$ cat src/design/e2c_pkg.sv
// Shared types, constants and calendar helpers for the epoch seconds to calendar block.
// Used by e2c_ctrl, e2c_dpath and the top level epoch_seconds_to_calendar.
package e2c_pkg;

  // Stream widths: input is the raw seconds count, output packs eight fields into six bytes.
  localparam int unsigned InW  = 32;
  localparam int unsigned OutW = 48;

  // Constant divisions by reciprocal multiplication: quotient = (x * Recip) >> shift.
  // Seconds per day are 675 << 7 and sixty is 15 << 2, so the low bits bypass the product.
  localparam logic [25:0] RecipDay  = 26'd50903317;  // ceil(2^35 / 675), x below 2^25
  localparam logic [25:0] RecipMin  = 26'd34953;     // ceil(2^19 / 15), x below 2^15
  localparam logic [25:0] RecipHour = 26'd547;       // ceil(2^13 / 15), x below 2^9
  localparam logic [25:0] RecipWday = 26'd74899;     // ceil(2^19 / 7), x below 2^16
  localparam logic [9:0]  DenDay    = 10'd675;
  localparam logic [9:0]  DenSixty  = 10'd15;
  localparam logic [9:0]  DenWeek   = 10'd7;

  // Weekday of the epoch origin (a Thursday) and its year counted from 1900.
  localparam logic [15:0] EpochWday = 16'd4;
  localparam logic [7:0]  EpochYear = 8'd70;
  localparam logic [3:0]  LastMonth = 4'd11;

  // Which division the shared divider runs.
  typedef enum logic [1:0] {
    OP_DAY  = 2'd0,
    OP_MIN  = 2'd1,
    OP_HOUR = 2'd2,
    OP_WDAY = 2'd3
  } div_op_e;

  // Commands from the controller to the datapath.
  typedef struct packed {
    logic    div_start;
    div_op_e div_op;
    logic    year_init;
    logic    year_step;
    logic    month_init;
    logic    month_step;
    logic    out_load;
  } e2c_cmd_t;

  // Status from the datapath to the controller.
  typedef struct packed {
    logic div_done;
    logic year_done;
    logic month_done;
    logic out_free;
  } e2c_sts_t;

  // Leap test on a year counted from 1900. Within 1900..2155 only 1900 and 2100
  // are centuries that are not leap; 2000 is divisible by 400 and stays leap.
  function automatic logic is_leap(input logic [7:0] yr);
    is_leap = (yr[1:0] == 2'b00) && (yr != 8'd0) && (yr != 8'd200);
  endfunction

  function automatic logic [8:0] year_len(input logic leap);
    year_len = leap ? 9'd366 : 9'd365;
  endfunction

  // Month lengths, February depending on the leap flag.
  function automatic logic [4:0] month_len(input logic leap, input logic [3:0] mon);
    unique case (mon) inside
      4'd1:                     month_len = leap ? 5'd29 : 5'd28;
      4'd3, 4'd5, 4'd8, 4'd10: month_len = 5'd30;
      default:                  month_len = 5'd31;
    endcase
  endfunction

endpackage

$ cat src/design/e2c_dpath.sv
// Datapath: shared reciprocal divider, year and month walk registers and the output register.
// Depends on e2c_pkg for the command and status structs and the calendar helpers.
module e2c_dpath (
  input  logic                       clk_i,
  input  logic                       rst_ni,
  input  logic [e2c_pkg::InW-1:0]    in_data_i,   // epoch_seconds
  input  e2c_pkg::e2c_cmd_t          cmd_i,
  output e2c_pkg::e2c_sts_t          sts_o,
  output logic                       out_valid_o,
  input  logic                       out_ready_i,
  output logic [e2c_pkg::OutW-1:0]   out_data_o
);
  import e2c_pkg::*;

  // Divider state: operand, low bits that bypass the product, operation, steps left.
  logic [24:0] num_q, num_d;
  logic [6:0]  low_q, low_d;
  div_op_e     op_q, op_d;
  logic [1:0]  cnt_q, cnt_d;
  logic [15:0] quo_q, quo_d;
  logic [16:0] rem_q, rem_d;

  // Calendar registers.
  logic [15:0] days_q;
  logic [5:0]  sec_q, min_q;
  logic [4:0]  hour_q;
  logic [2:0]  wday_q;
  logic [7:0]  year_q;
  logic [8:0]  yday_q;
  logic [3:0]  mon_q;
  logic        leap_q;

  logic                out_valid_q;
  logic [OutW-1:0]     out_q;

  logic [25:0] recip;
  logic [9:0]  den;
  logic [50:0] prod;
  logic [25:0] qden;
  logic [24:0] diff;
  logic        div_busy;
  logic [8:0]  ylen;
  logic [4:0]  mlen;
  logic        year_done;
  logic        month_done;
  logic [15:0] wday_num;
  logic [4:0]  mday;

  // Reciprocal and reduced divisor of the running operation.
  always_comb begin
    unique case (op_q)
      OP_DAY: begin
        recip = RecipDay;
        den   = DenDay;
      end
      OP_MIN: begin
        recip = RecipMin;
        den   = DenSixty;
      end
      OP_HOUR: begin
        recip = RecipHour;
        den   = DenSixty;
      end
      OP_WDAY: begin
        recip = RecipWday;
        den   = DenWeek;
      end
      default: begin
        recip = RecipDay;
        den   = DenDay;
      end
    endcase
  end

  // The quotient comes from the product, the remainder in the next cycle.
  assign prod = num_q * recip;
  assign qden = quo_q * den;
  assign diff = num_q - qden[24:0];

  // Start of a division loads the reduced operand; then quotient, then remainder.
  always_comb begin
    wday_num = days_q + EpochWday;
    num_d    = num_q;
    low_d    = low_q;
    op_d     = op_q;
    cnt_d    = cnt_q;
    quo_d    = quo_q;
    rem_d    = rem_q;
    if (cmd_i.div_start) begin
      op_d  = cmd_i.div_op;
      cnt_d = 2'd2;
      unique case (cmd_i.div_op)
        OP_DAY: begin
          num_d = in_data_i[31:7];
          low_d = in_data_i[6:0];
        end
        OP_MIN: begin
          num_d = {10'd0, rem_q[16:2]};
          low_d = {5'd0, rem_q[1:0]};
        end
        OP_HOUR: begin
          num_d = {16'd0, quo_q[10:2]};
          low_d = {5'd0, quo_q[1:0]};
        end
        OP_WDAY: begin
          num_d = {9'd0, wday_num};
          low_d = '0;
        end
        default: begin
          num_d = in_data_i[31:7];
          low_d = in_data_i[6:0];
        end
      endcase
    end else if (cnt_q == 2'd2) begin
      unique case (op_q) inside
        OP_DAY:          quo_d = prod[50:35];
        OP_HOUR:         quo_d = prod[28:13];
        OP_MIN, OP_WDAY: quo_d = prod[34:19];
        default:         quo_d = prod[34:19];
      endcase
      cnt_d = 2'd1;
    end else if (cnt_q == 2'd1) begin
      // The bypassed low bits rejoin the reduced remainder.
      unique case (op_q) inside
        OP_DAY:          rem_d = {diff[9:0], low_q};
        OP_WDAY:         rem_d = {14'd0, diff[2:0]};
        OP_MIN, OP_HOUR: rem_d = {11'd0, diff[3:0], low_q[1:0]};
        default:         rem_d = {11'd0, diff[3:0], low_q[1:0]};
      endcase
      cnt_d = 2'd0;
    end
  end

  assign div_busy = (cnt_q != 2'd0);

  // Year and month walk lengths.
  assign ylen       = year_len(is_leap(year_q));
  assign mlen       = month_len(leap_q, mon_q);
  assign year_done  = days_q < {7'd0, ylen};
  assign month_done = (mon_q == LastMonth) || (days_q < {11'd0, mlen});
  assign mday       = days_q[4:0] + 5'd1;

  // Control registers.
  always_ff @(posedge clk_i or negedge rst_ni) begin
    if (!rst_ni) begin
      cnt_q       <= '0;
      out_valid_q <= 1'b0;
    end else begin
      cnt_q <= cnt_d;
      if (cmd_i.out_load) begin
        out_valid_q <= 1'b1;
      end else if (out_ready_i) begin
        out_valid_q <= 1'b0;
      end
    end
  end

  // Payload registers; division results are captured when the next division starts, the weekday's at year init.
  always_ff @(posedge clk_i) begin
    num_q <= num_d;
    low_q <= low_d;
    op_q  <= op_d;
    quo_q <= quo_d;
    rem_q <= rem_d;
    if (cmd_i.div_start) begin
      unique case (cmd_i.div_op)
        OP_MIN:  days_q <= quo_q[15:0];
        OP_HOUR: sec_q  <= rem_q[5:0];
        OP_WDAY: begin
          min_q  <= rem_q[5:0];
          hour_q <= quo_q[4:0];
        end
        default: ;
      endcase
    end
    if (cmd_i.year_init) begin
      wday_q <= rem_q[2:0];
      year_q <= EpochYear;
    end
    if (cmd_i.year_step && !year_done) begin
      days_q <= days_q - {7'd0, ylen};
      year_q <= year_q + 8'd1;
    end
    if (cmd_i.month_init) begin
      yday_q <= days_q[8:0];
      leap_q <= is_leap(year_q);
      mon_q  <= '0;
    end
    if (cmd_i.month_step && !month_done) begin
      days_q <= days_q - {11'd0, mlen};
      mon_q  <= mon_q + 4'd1;
    end
    if (cmd_i.out_load) begin
      out_q <= {2'd0, mday, mon_q, yday_q, year_q, wday_q, hour_q, min_q, sec_q};
    end
  end

  assign sts_o.div_done   = !div_busy;
  assign sts_o.year_done  = year_done;
  assign sts_o.month_done = month_done;
  assign sts_o.out_free   = !out_valid_q || out_ready_i;

  assign out_valid_o = out_valid_q;
  assign out_data_o  = out_q;

endmodule

$ cat src/design/e2c_ctrl.sv
// Controller: sequences the divisions, the year walk, the month walk and the output load.
// Depends on e2c_pkg for the command and status structs.
module e2c_ctrl (
  input  logic              clk_i,
  input  logic              rst_ni,
  input  logic              in_valid_i,
  output logic              in_ready_o,
  input  e2c_pkg::e2c_sts_t sts_i,
  output e2c_pkg::e2c_cmd_t cmd_o
);
  import e2c_pkg::*;

  typedef enum logic [7:0] {
    ST_IDLE     = 8'b0000_0001,
    ST_DIV_DAY  = 8'b0000_0010,
    ST_DIV_MIN  = 8'b0000_0100,
    ST_DIV_HOUR = 8'b0000_1000,
    ST_DIV_WDAY = 8'b0001_0000,
    ST_YEAR     = 8'b0010_0000,
    ST_MONTH    = 8'b0100_0000,
    ST_DONE     = 8'b1000_0000
  } state_e;

  state_e state_q, state_d;

  // Next state and commands.
  always_comb begin
    state_d    = state_q;
    cmd_o      = '0;
    in_ready_o = 1'b0;
    unique case (state_q)
      ST_IDLE: begin
        in_ready_o = 1'b1;
        if (in_valid_i) begin
          cmd_o.div_start = 1'b1;
          cmd_o.div_op    = OP_DAY;
          state_d         = ST_DIV_DAY;
        end
      end
      ST_DIV_DAY: begin
        if (sts_i.div_done) begin
          cmd_o.div_start = 1'b1;
          cmd_o.div_op    = OP_MIN;
          state_d         = ST_DIV_MIN;
        end
      end
      ST_DIV_MIN: begin
        if (sts_i.div_done) begin
          cmd_o.div_start = 1'b1;
          cmd_o.div_op    = OP_HOUR;
          state_d         = ST_DIV_HOUR;
        end
      end
      ST_DIV_HOUR: begin
        if (sts_i.div_done) begin
          cmd_o.div_start = 1'b1;
          cmd_o.div_op    = OP_WDAY;
          state_d         = ST_DIV_WDAY;
        end
      end
      ST_DIV_WDAY: begin
        if (sts_i.div_done) begin
          cmd_o.year_init = 1'b1;
          state_d         = ST_YEAR;
        end
      end
      ST_YEAR: begin
        cmd_o.year_step = 1'b1;
        if (sts_i.year_done) begin
          cmd_o.month_init = 1'b1;
          state_d          = ST_MONTH;
        end
      end
      ST_MONTH: begin
        cmd_o.month_step = 1'b1;
        if (sts_i.month_done) begin
          state_d = ST_DONE;
        end
      end
      ST_DONE: begin
        if (sts_i.out_free) begin
          cmd_o.out_load = 1'b1;
          state_d        = ST_IDLE;
        end
      end
      default: state_d = ST_IDLE;
    endcase
  end

  always_ff @(posedge clk_i or negedge rst_ni) begin
    if (!rst_ni) begin
      state_q <= ST_IDLE;
    end else begin
      state_q <= state_d;
    end
  end

endmodule

$ cat src/design/epoch_seconds_to_calendar.sv
// Epoch seconds to Gregorian calendar (UTC). One item at a time. Four constant divisions by
// reciprocal multiplication are followed by walks of one year or month per cycle, over
// 0 to 136 years and 0 to 11 months. A new item is taken once the previous result sits in
// the output register. Reset clears the controller, divider count and output valid.
module epoch_seconds_to_calendar (
  input  logic        clk_i,
  input  logic        rst_ni,
  input  logic        s_axis_tvalid_i,
  output logic        s_axis_tready_o,
  input  logic [31:0] s_axis_tdata_i,   // [31:0] epoch_seconds
  output logic        m_axis_tvalid_o,
  input  logic        m_axis_tready_i,
  // [5:0] second_of_minute, [11:6] minute_of_hour, [16:12] hour_of_day, [19:17] weekday,
  // [27:20] years_since_1900, [36:28] day_of_year, [40:37] month_index,
  // [45:41] day_of_month, [47:46] zero
  output logic [47:0] m_axis_tdata_o
);
  import e2c_pkg::*;

  e2c_cmd_t cmd;
  e2c_sts_t sts;

  e2c_ctrl u_ctrl (
    .clk_i      (clk_i),
    .rst_ni     (rst_ni),
    .in_valid_i (s_axis_tvalid_i),
    .in_ready_o (s_axis_tready_o),
    .sts_i      (sts),
    .cmd_o      (cmd)
  );

  e2c_dpath u_dpath (
    .clk_i       (clk_i),
    .rst_ni      (rst_ni),
    .in_data_i   (s_axis_tdata_i),
    .cmd_i       (cmd),
    .sts_o       (sts),
    .out_valid_o (m_axis_tvalid_o),
    .out_ready_i (m_axis_tready_i),
    .out_data_o  (m_axis_tdata_o)
  );

  // After an input transfer the block is busy in the following cycle.
  a_busy_after_in: assert property (@(posedge clk_i) disable iff (!rst_ni)
    (s_axis_tvalid_i && s_axis_tready_o) |=> !s_axis_tready_o)
    else $error("input accepted twice in a row");

  // A result is never loaded over one that has not been transferred.
  a_no_overwrite: assert property (@(posedge clk_i) disable iff (!rst_ni)
    cmd.out_load |-> (!m_axis_tvalid_o || m_axis_tready_i))
    else $error("output register overwritten");

  // Output valid only rises after a load command.
  a_valid_source: assert property (@(posedge clk_i) disable iff (!rst_ni)
    $rose(m_axis_tvalid_o) |-> $past(cmd.out_load))
    else $error("output valid without a result");

  // Presented time, weekday, month and day-of-month fields stay within their ranges.
  a_out_range: assert property (@(posedge clk_i) disable iff (!rst_ni)
    m_axis_tvalid_o |-> (m_axis_tdata_o[5:0] < 6'd60) && (m_axis_tdata_o[11:6] < 6'd60) &&
                        (m_axis_tdata_o[16:12] < 5'd24) && (m_axis_tdata_o[19:17] < 3'd7) &&
                        (m_axis_tdata_o[40:37] < 4'd12) && (m_axis_tdata_o[45:41] != 5'd0))
    else $error("calendar field out of range");

endmodule

$ cat config.mk
export PLATFORM = sky130hd
export DESIGN_NAME = epoch_seconds_to_calendar
export DESIGN_NICKNAME = d
export VERILOG_FILES = /design/src/design/e2c_pkg.sv /design/src/design/e2c_dpath.sv /design/src/design/e2c_ctrl.sv /design/src/design/epoch_seconds_to_calendar.sv
export SDC_FILE = /design/constraint.sdc
export NUM_CORES = 1
export LEC_CHECK = 0
export ABC_AREA = 0
export BUFFER_PORTS_ARGS = -buffer_cell sky130_fd_sc_hd__buf_4
export CORE_ASPECT_RATIO = 1.25
export CORE_MARGIN = 1
export CORE_UTILIZATION = 50
export DETAILED_ROUTE_END_ITERATION = 7
export PLACE_DENSITY = 0.66
export RECOVER_POWER = 100
export SLEW_MARGIN = 10
export SYNTH_ARGS = -nofsm -noshare
export SYNTH_HDL_FRONTEND = slang
export SYNTH_HIERARCHICAL = 1
export SYNTH_SLANG_ARGS = --single-unit
$ cat constraint.sdc
create_clock -name clk_i -period 14.9 [get_ports clk_i]
set_input_delay 1.49 -clock clk_i [delete_from_list [all_inputs] [get_ports clk_i]]
set_output_delay 1.49 -clock clk_i [all_outputs]
set_load 0.01 [all_outputs]
; ---- Word-level counts from Yosys, hierarchy flattened
; Cells that the tools add are included.
[totals]
reg_bits = 182
word_cells = 134
in_bits = 36
[classes]
n_mux = 44
multipliers = 2
n_bitwise = 2
reduce_logical = 28
magnitude_cmp = 2
add_sub_neg = 7
n_eq_ne = 31
[ops]
columns = cell, count
row1 = $pmux W26 S4, 1
row2 = $pmux W25 S4, 1
row3 = $mux W8, 10
row4 = $mux W16, 4
row5 = $pmux W8 S8, 1
row6 = $mul A25 B26 Y51, 1
row7 = $pmux W17 S2, 1
row8 = $pmux W16 S2, 1
row9 = $pmux W10 S3, 1
row10 = $pmux W7 S4, 1
row11 = $add A16 B3 Y16 const B, 1
row12 = $lt A16 B5 Y1, 1
row13 = $lt A16 B9 Y1, 1
row14 = $mul A16 B10 Y10, 1
row15 = $sub A16 B5 Y16, 1
row16 = $sub A16 B9 Y16, 1
row17 = $eq A4 B4 Y1 const B, 3
row18 = $mux W3, 4
row19 = $ne A2 B2 Y1 const B, 6
row20 = $pmux W3 S4, 1
row21 = $eq A2 B2 Y1 const B, 5
row22 = $mux W1, 10
row23 = $mux W2, 5
row24 = $pmux W5 S2, 1
row25 = 32 further kinds, 53

; ---- Longest topological paths before layout
; Gate-level depths: netlist of run 1.
[logic_depth]
word_depth = 10
depth_mapped = 31

; ---- Modules after synthesis
; Netlist of run 1, hierarchy kept.
[by_module_without_submodules]
columns = module, area_each_um2, instances, cells_per_inst
row1 = e2c_dpath, 24923.9, 1, 2480
row2 = e2c_ctrl, 519.2, 1, 60

; ---- Worst setup path before layout of run 1
; Ideal clock, no wire load.
[synth_path]
path_kind = flip-flop to flip-flop
start = reg u_dpath.op_q[0]
end = reg u_dpath.quo_q[11] (data pin)
setup_slack_ps = 7201
stages_incl_launch_ff = 28
t_required_ps = 14639
arrival_ps = 7438
path_cell_list = edfxtp_1 > inv_1 > ha_1 > clkbuf_1 > clkbuf_1 > nor2_1 > fa_1 > inv_1 > fa_1 > inv_1 > fa_1 > fa_1 > fa_1 > fa_1 > inv_1 > fa_1 > inv_1 > ha_1 > clkbuf_1 > a21oi_1 > o21ai_0 > a221oi_1 > o21ai_0 > o31ai_1 > a21oi_1 > a221o_1 > xor2_1 > a221o_1
[synth_between]
elab_chain_len = 4
elab_cells_between_ends = 7
classes_between = mul: 1 / eq/ne: 3 / mux: 2 / reduce/logical: 1
[synth_rtl]
columns = element, line
row1 = "start, declared", e2c_dpath.sv:18  ; div_op_e op_q, op_d;
row2 = "start signal, assigned", e2c_dpath.sv:162  ; op_q <= op_d;
row3 = "$eq A2 B2 Y1 (no line), or another cell as far along", n/a
row4 = $pmux W26 S4, e2c_dpath.sv:51  ; unique case (op_q)
row5 = $mul A25 B26 Y51, e2c_dpath.sv:76  ; assign prod = num_q * recip;
row6 = $pmux W16 S2 *, e2c_dpath.sv:115  ; unique case (op_q) inside
row7 = "end signal, assigned", e2c_dpath.sv:163  ; quo_q <= quo_d;
row8 = "end, declared", e2c_dpath.sv:20  ; logic [15:0] quo_q, quo_d;
; Mark *: on every way between the ends. The rest lies on a longest branch, timed or not. The select of a mux whose other input is x is not followed.
; A chain may end at the register's enable or synchronous reset.

; ---- Final worst setup path of run 1
[layout_path]
start = reg u_dpath.op_q[0]
end = reg u_dpath.quo_q[3] (data pin)
; Same word-level chain as after synthesis.

==> flow_summary.yaml, run 1 <==
run:
  cap_viol_max_count: 6
clock_tree:
  clk_path_buf_depth: 2
  cts.sinks: 182
  post-cts-setup-buffers: 0
  clk_latency_ns: 0.47
  cts_tree: "done"
  cts_buffers: 17
  cts_hold_buf: 0
  cts-resized-gates: 0
  cts-root-buf: "clkbuf_16"
  htree_levels: 4
  clk_pin_slew_ns: 0.07
timing:
  tightest_slew_ns: 2.79
  clock_skew_ns: 0.0230
  layout_setup_ws_ns: 3.66
  fin_crit_sh_pct: 75.5
  final.setup.tns_ns: 0
  hold_viol_final: 0
  setup_viol: 0
  final.min_clock_period_ns: 11.24
  rsz0062_at_grt: "no"
  finalMaxSlewViolations: 180
  slew_headroom_pct: -86.2
  fmax_mhz: 88.9
synth:
  yosys-mux-area-fraction_pct: 0.954
  synth_fa_ha_area_share_pct: 46.0
  synthXorXnorAreaFrac_pct: 3.10
  ys.flop_type: "edfxtp_1"
  syn_area_sq_um: 25400
  synth-edff-count: 171
  ys_seq_elements: 182
  synthSimpleGateAreaFrac_pct: 10.7
  synth_top_family_by_area: "adder cells"
  async_reset_ff_share_pct: 6.04
  synth_cell_types: 76
  syn_area_per_cell_sq_um: 10.0
  syn_inst: 2540
  yosys_warnings: 6
  synth-compound-area-share_pct: 7.38
  ys_seq_area_share_pct: 21.3
global_routing:
  antenna_found_initial: 2
  grt_pass1_wl_mm: 111
  grt_overflow: 0
  grt_pass1_vias: 19297
  grt_max_degree: 41
  grt_usage_pct: 29.1
cells_and_area:
  area_delta_synth_final_pct: 6.40
  final_common_cell: "inv_1"
  final_layout_size_suffix_gt1_share_pct: 3.88
  fin_nets: 3336
  final_cell_mix: "inv_1, fa_1, ha_1, nand2_1, edfxtp_1"
critical_path:
  crit_arrival_ns: 11.42
  end_kind: "flip-flop"
  cp.required_ns: 15.08
  critical_path_class: "reg -> reg"
  path_max_fanout: 32
  reg2reg_depth: 26
  start_kind: "flip-flop"
detailed_routing:
  drc: 0
  dr.max_layer_used: "met4"
  wire_per_inst_um: 22.0
  wirelength_met1_mm: 26.4
  met3_length_mm: 2.63
  post_drt_via_cell_ratio: 5.49
  drt-initial-drc-count: 1100
  dr.pass1.iters: 5
  via_count: 17909
  ant_nets: 0
  postRouteWirelength_mm: 71.9
  met2WireLength_mm: 38.0
run_status:
  violations: "capacitance limit, slew limit"
  status: "finished with violations"
floorplanning:
  placementRows: 92
  dieArea_sq_um: 51800
  start_util_pct: 50.6
  die_height_um: 254
  ios: 86
  die_x_um: 204
  fp.coreArea_sq_um: 50300
worst_hold_path:
  min_path_type: "reg -> reg"
  holdPathStages: 0
placed_design:
  portBuffers: 83
  dpl.hpwl_mm: 61.3
  gp_congestion: 0.994
  place_ws_ns: 5.78
[worst max-delay path: stages, from the launching register on]
cell,delay (ns)
edfxtp_1,0.32
clkbuf_1,1.18
inv_1,0.38
ha_1,0.43
clkbuf_1,1.49
nor2b_1,0.32
fa_1,0.58
fa_1,0.51
inv_1,0.06
fa_1,0.50
inv_1,0.05
fa_1,0.52
fa_1,0.50
fa_1,0.53
inv_1,0.05
fa_1,0.47
inv_1,0.04
ha_1,0.40
a21o_1,0.22
o21bai_1,0.16
a211o_1,0.33
a2111oi_0,0.80
o41a_1,0.28
o21ai_0,0.13
a21o_1,0.22
xnor2_1,0.27
o221ai_1,0.16
[layer usage]
layer / up-vias / GRT usage, %
li1: 8150 / -
met4: 0 / 18.1
met2: 526 / 53.0
met5: - / 0
met3: 177 / 2.98
met1: 9056 / 32.5
[cell type report]
| class | count | area (sq um) |
|---|---|---|
| antenna | 1 | 2.50 |
| clock buffer | 20 | 479 |
| clock inverter | 12 | 128 |
| fill | 4660 | 23200 |
| inverter | 632 | 2370 |
| multi-input combinational | 1657 | 17300 |
| sequential | 182 | 5410 |
| tap | 658 | 823 |
| timing repair buffer | 99 | 514 |
[metrics by stage]
stage	area [sq um]	util [%]	hold WS, ns	instances
finish	27100	53.8	0.420	3261
global route	27100	53.8	0.429	3260
CTS	27300	54.3	0.420	3260
detailed placement	26700	53.1	0.405	3228
global placement	26700	53.1	0.401	3228
floorplan	25400	-	0.400	2541
[kinds of logic after synthesis]
family | after synthesis
adder cells (fa/ha/maj) | 711
buffers and inverters | 702
AND/OR/NAND/NOR | 549
AO/OA/AOI/OAI | 292
flip-flops | 182
XOR/XNOR | 90
multiplexers | 13
other | 1
[state kept, by name (all words and copies together) (netlist names)]
name and cells:
u_dpath/out_data_o 46, u_dpath/num_q 25, u_dpath/rem_q 17, u_dpath/days_q 16, u_dpath/quo_q 16, u_dpath/yday_q 9
u_ctrl/state_q 8, u_dpath/year_q 8, u_dpath/low_q 7, u_dpath/min_q 6, u_dpath/sec_q 6, u_dpath/hour_q 5
u_dpath/mon_q 4, u_dpath/wday_q 3, u_dpath/cnt_q 2, u_dpath/op_q 2, u_dpath/leap_q 1, u_dpath/out_valid_o 1
[cells in the mapped netlist, types with 10 or more instances]
cell,count,area share (%)
inv_1,631,9.3
fa_1,375,30
ha_1,336,17
nand2_1,176,2.6
edfxtp_1,171,20
nor2_1,106,1.6
and2_1,93,2.3
a21oi_1,81,1.6
o21ai_0,66,1.3
xnor2_1,55,1.9
clkbuf_1,54,0.80
xor2_1,35,1.2
nand3_1,33,0.65
nor2b_1,33,0.81
a21o_1,27,0.80
nor3_1,21,0.41
nand2b_1,16,0.39
nand4_1,16,0.39
o22ai_1,14,0.34
o21bai_1,13,0.38
a22oi_1,12,0.35
and3_1,12,0.30
dfrtp_1,10,0.98
o21a_1,10,0.30
or2_2,10,0.25
[final timing paths]
kind,start,endpoint,slack (ns)
max reg2reg,u_dpath/op_q[0],u_dpath/quo_q[3],3.66
min,u_dpath/min_q[3],u_dpath/out_data_o[9],0.42
max in group asynchronous,rst_ni,u_ctrl/state_q[5],13.50
min in group asynchronous,rst_ni,u_dpath/cnt_q[0],1.00
min reg2reg,u_dpath/min_q[3],u_dpath/out_data_o[9],0.42
max,u_dpath/op_q[0],u_dpath/quo_q[3],3.66
Power of run 1 is left out: the tool's default activity adds up to more than one toggle a clock period on the data nets, which glitch-free logic cannot reach.
==> run 2, diff against run 1 <==
--- a/config.mk
+++ b/config.mk
@@ -11,7 +11,7 @@
 export CORE_MARGIN = 1
 export CORE_UTILIZATION = 50
 export DETAILED_ROUTE_END_ITERATION = 7
-export PLACE_DENSITY = 0.66
+export PLACE_DENSITY = 0.69
 export RECOVER_POWER = 100
 export SLEW_MARGIN = 10
 export SYNTH_ARGS = -nofsm -noshare
==> constraint.sdc (replaced) <==
create_clock -name clk_i -period 9 [get_ports clk_i]
set_input_delay 0.9 -clock clk_i [delete_from_list [all_inputs] [get_ports clk_i]]
set_output_delay 0.9 -clock clk_i [all_outputs]
set_load 0.01 [all_outputs]
==> run 2 against run 1 <==
The flow still finishes with violations (capacitance limit, slew limit). Non-clock buffer count up 37. Clock-buffer cell count shrank 3. Design area is 1.0% higher. Critical path depth increased by 2. Critical path type unchanged.
==> flow_summary.yaml, run 2 (synthesis results as in run 1) <==
detailed_routing:
  wire_per_inst_um: 21.9
  drt-initial-drc-count: 1135
  dr.pass1.iters: 5
  postRouteWirelength_mm: 72.2
  via_count: 18047
  drc: 0
  ant_nets: 0
  post_drt_via_cell_ratio: 5.47
critical_path:
  path_buf_inv: 9
  worstSetupStartpoint: "u_dpath/op_q[0]"
  end_kind: "flip-flop"
  max_stage_delay_ns: 0.76
  critical_path_class: "reg -> reg"
  cp.required_ns: 9.20
  start_kind: "flip-flop"
  cpMostUsedCell: "fa_1"
  crit_arrival_ns: 8.59
  path_max_fanout: 24
  r2r_start: "u_dpath/op_q[0]"
  crit_slowest_cell: "ha_1"
  crit_family: "adder cells"
timing:
  fmax_mhz: 119
  fin_crit_sh_pct: 93.3
  finalMaxSlewViolations: 170
  hold_slack_ns: 0.413
  slew_headroom_pct: -73.2
  final.setup.tns_ns: 0
  setup_viol: 0
  rsz0062_at_grt: "no"
  final.min_clock_period_ns: 8.39
  tightest_slew_ns: 2.60
  clock_skew_ns: 0.0170
  hold_viol_final: 0
clock_tree:
  post-cts-setup-buffers: 0
  cts-resized-gates: 0
  clk_path_buf_depth: 2
  cts_tree: "done"
  cts_hold_buf: 0
  htree_levels: 4
  cts-root-buf: "clkbuf_16"
  clk_pin_slew_ns: 0.08
  cts_buffers: 17
  cts.sinks: 182
  clk_latency_ns: 0.49
floorplanning:
  die_x_um: 204
  die_height_um: 254
  fp.coreArea_sq_um: 50300
  start_util_pct: 50.6
  placementRows: 92
  dieArea_sq_um: 51800
  ios: 86
cells_and_area:
  largest_reg_flops: 46
  final_cell_mix: "inv_1, fa_1, ha_1, nand2_1, edfxtp_1"
  seqCellArea_sq_um: 5410
  area_delta_synth_final_pct: 7.48
  final_layout_size_suffix_gt1_share_pct: 5.38
  multi_input_area_sq_um: 17300
  final_common_cell: "inv_1"
  fillCellCount: 4569
  utilization_pct: 54.4
  fin_nets: 3373
global_routing:
  antenna_found_initial: 1
  grt_usage_pct: 29.2
  grt_pass1_wl_mm: 111
  grt_pass1_vias: 19564
  grt_overflow: 0
  grt_max_degree: 48
worst_hold_path:
  min_path_type: "in -> async"
placed_design:
  dpl.hpwl_mm: 62.1
  portBuffers: 83
  gp_congestion: 0.992
run_status:
  status: "finished with violations"
  violations: "capacitance limit, slew limit"
run:
  cap_viol_max_count: 5
run 2: changes by cell type in the layout (fill, tap and decap cells not counted), moves of 2 or more:
cell	delta
buf_4	+40
clkbuf_1	-4
inv_6	+4
and2_0	+2
and2_1	-2
clkbuf_16	-2
inv_4	-2
run 2: per-stage QoR:
stage | setup WS (ns) | cell area (sq um) | std cells
after floorplan | 1.30 | 25400 | 2541
after global placement | 0.964 | 27000 | 3265
final | 0.607 | 27300 | 3298
after CTS | 0.705 | 27600 | 3297
after detailed placement | 0.757 | 27000 | 3265
after global routing | 0.163 | 27300 | 3297
run 2: worst paths after layout:
kind / endpoint / slack (ns) / cells after the start
max: u_dpath/quo_q[15] / 0.61 / 28
min: u_dpath/out_valid_o / 0.41 / 1
max reg2reg: u_dpath/quo_q[15] / 0.61 / 28
min reg2reg: u_dpath/out_data_o[36] / 0.41 / 0
max in group asynchronous: u_dpath/cnt_q[0] / 8.16 / 1
min in group clk_i: u_dpath/out_data_o[36] / 0.41 / 0
run 2: cell type report:
cell class / count / area share (%)
multi-input cells: 1657 / 63.4
flip-flops and latches: 182 / 19.8
inverters: 632 / 8.67
well taps: 658 / 3.01
repair buffers: 136 / 2.98
clock buffers: 17 / 1.56
clock inverters: 15 / 0.563
diodes: 1 / 0.00915
run 2: layer usage:
layer	track usage [%]	share of wire, %
met1	31.0	36
met2	54.0	53
met3	3.69	3.9
met4	19.7	7.6
met5	0	0
Power of run 2 is left out for the same reason.
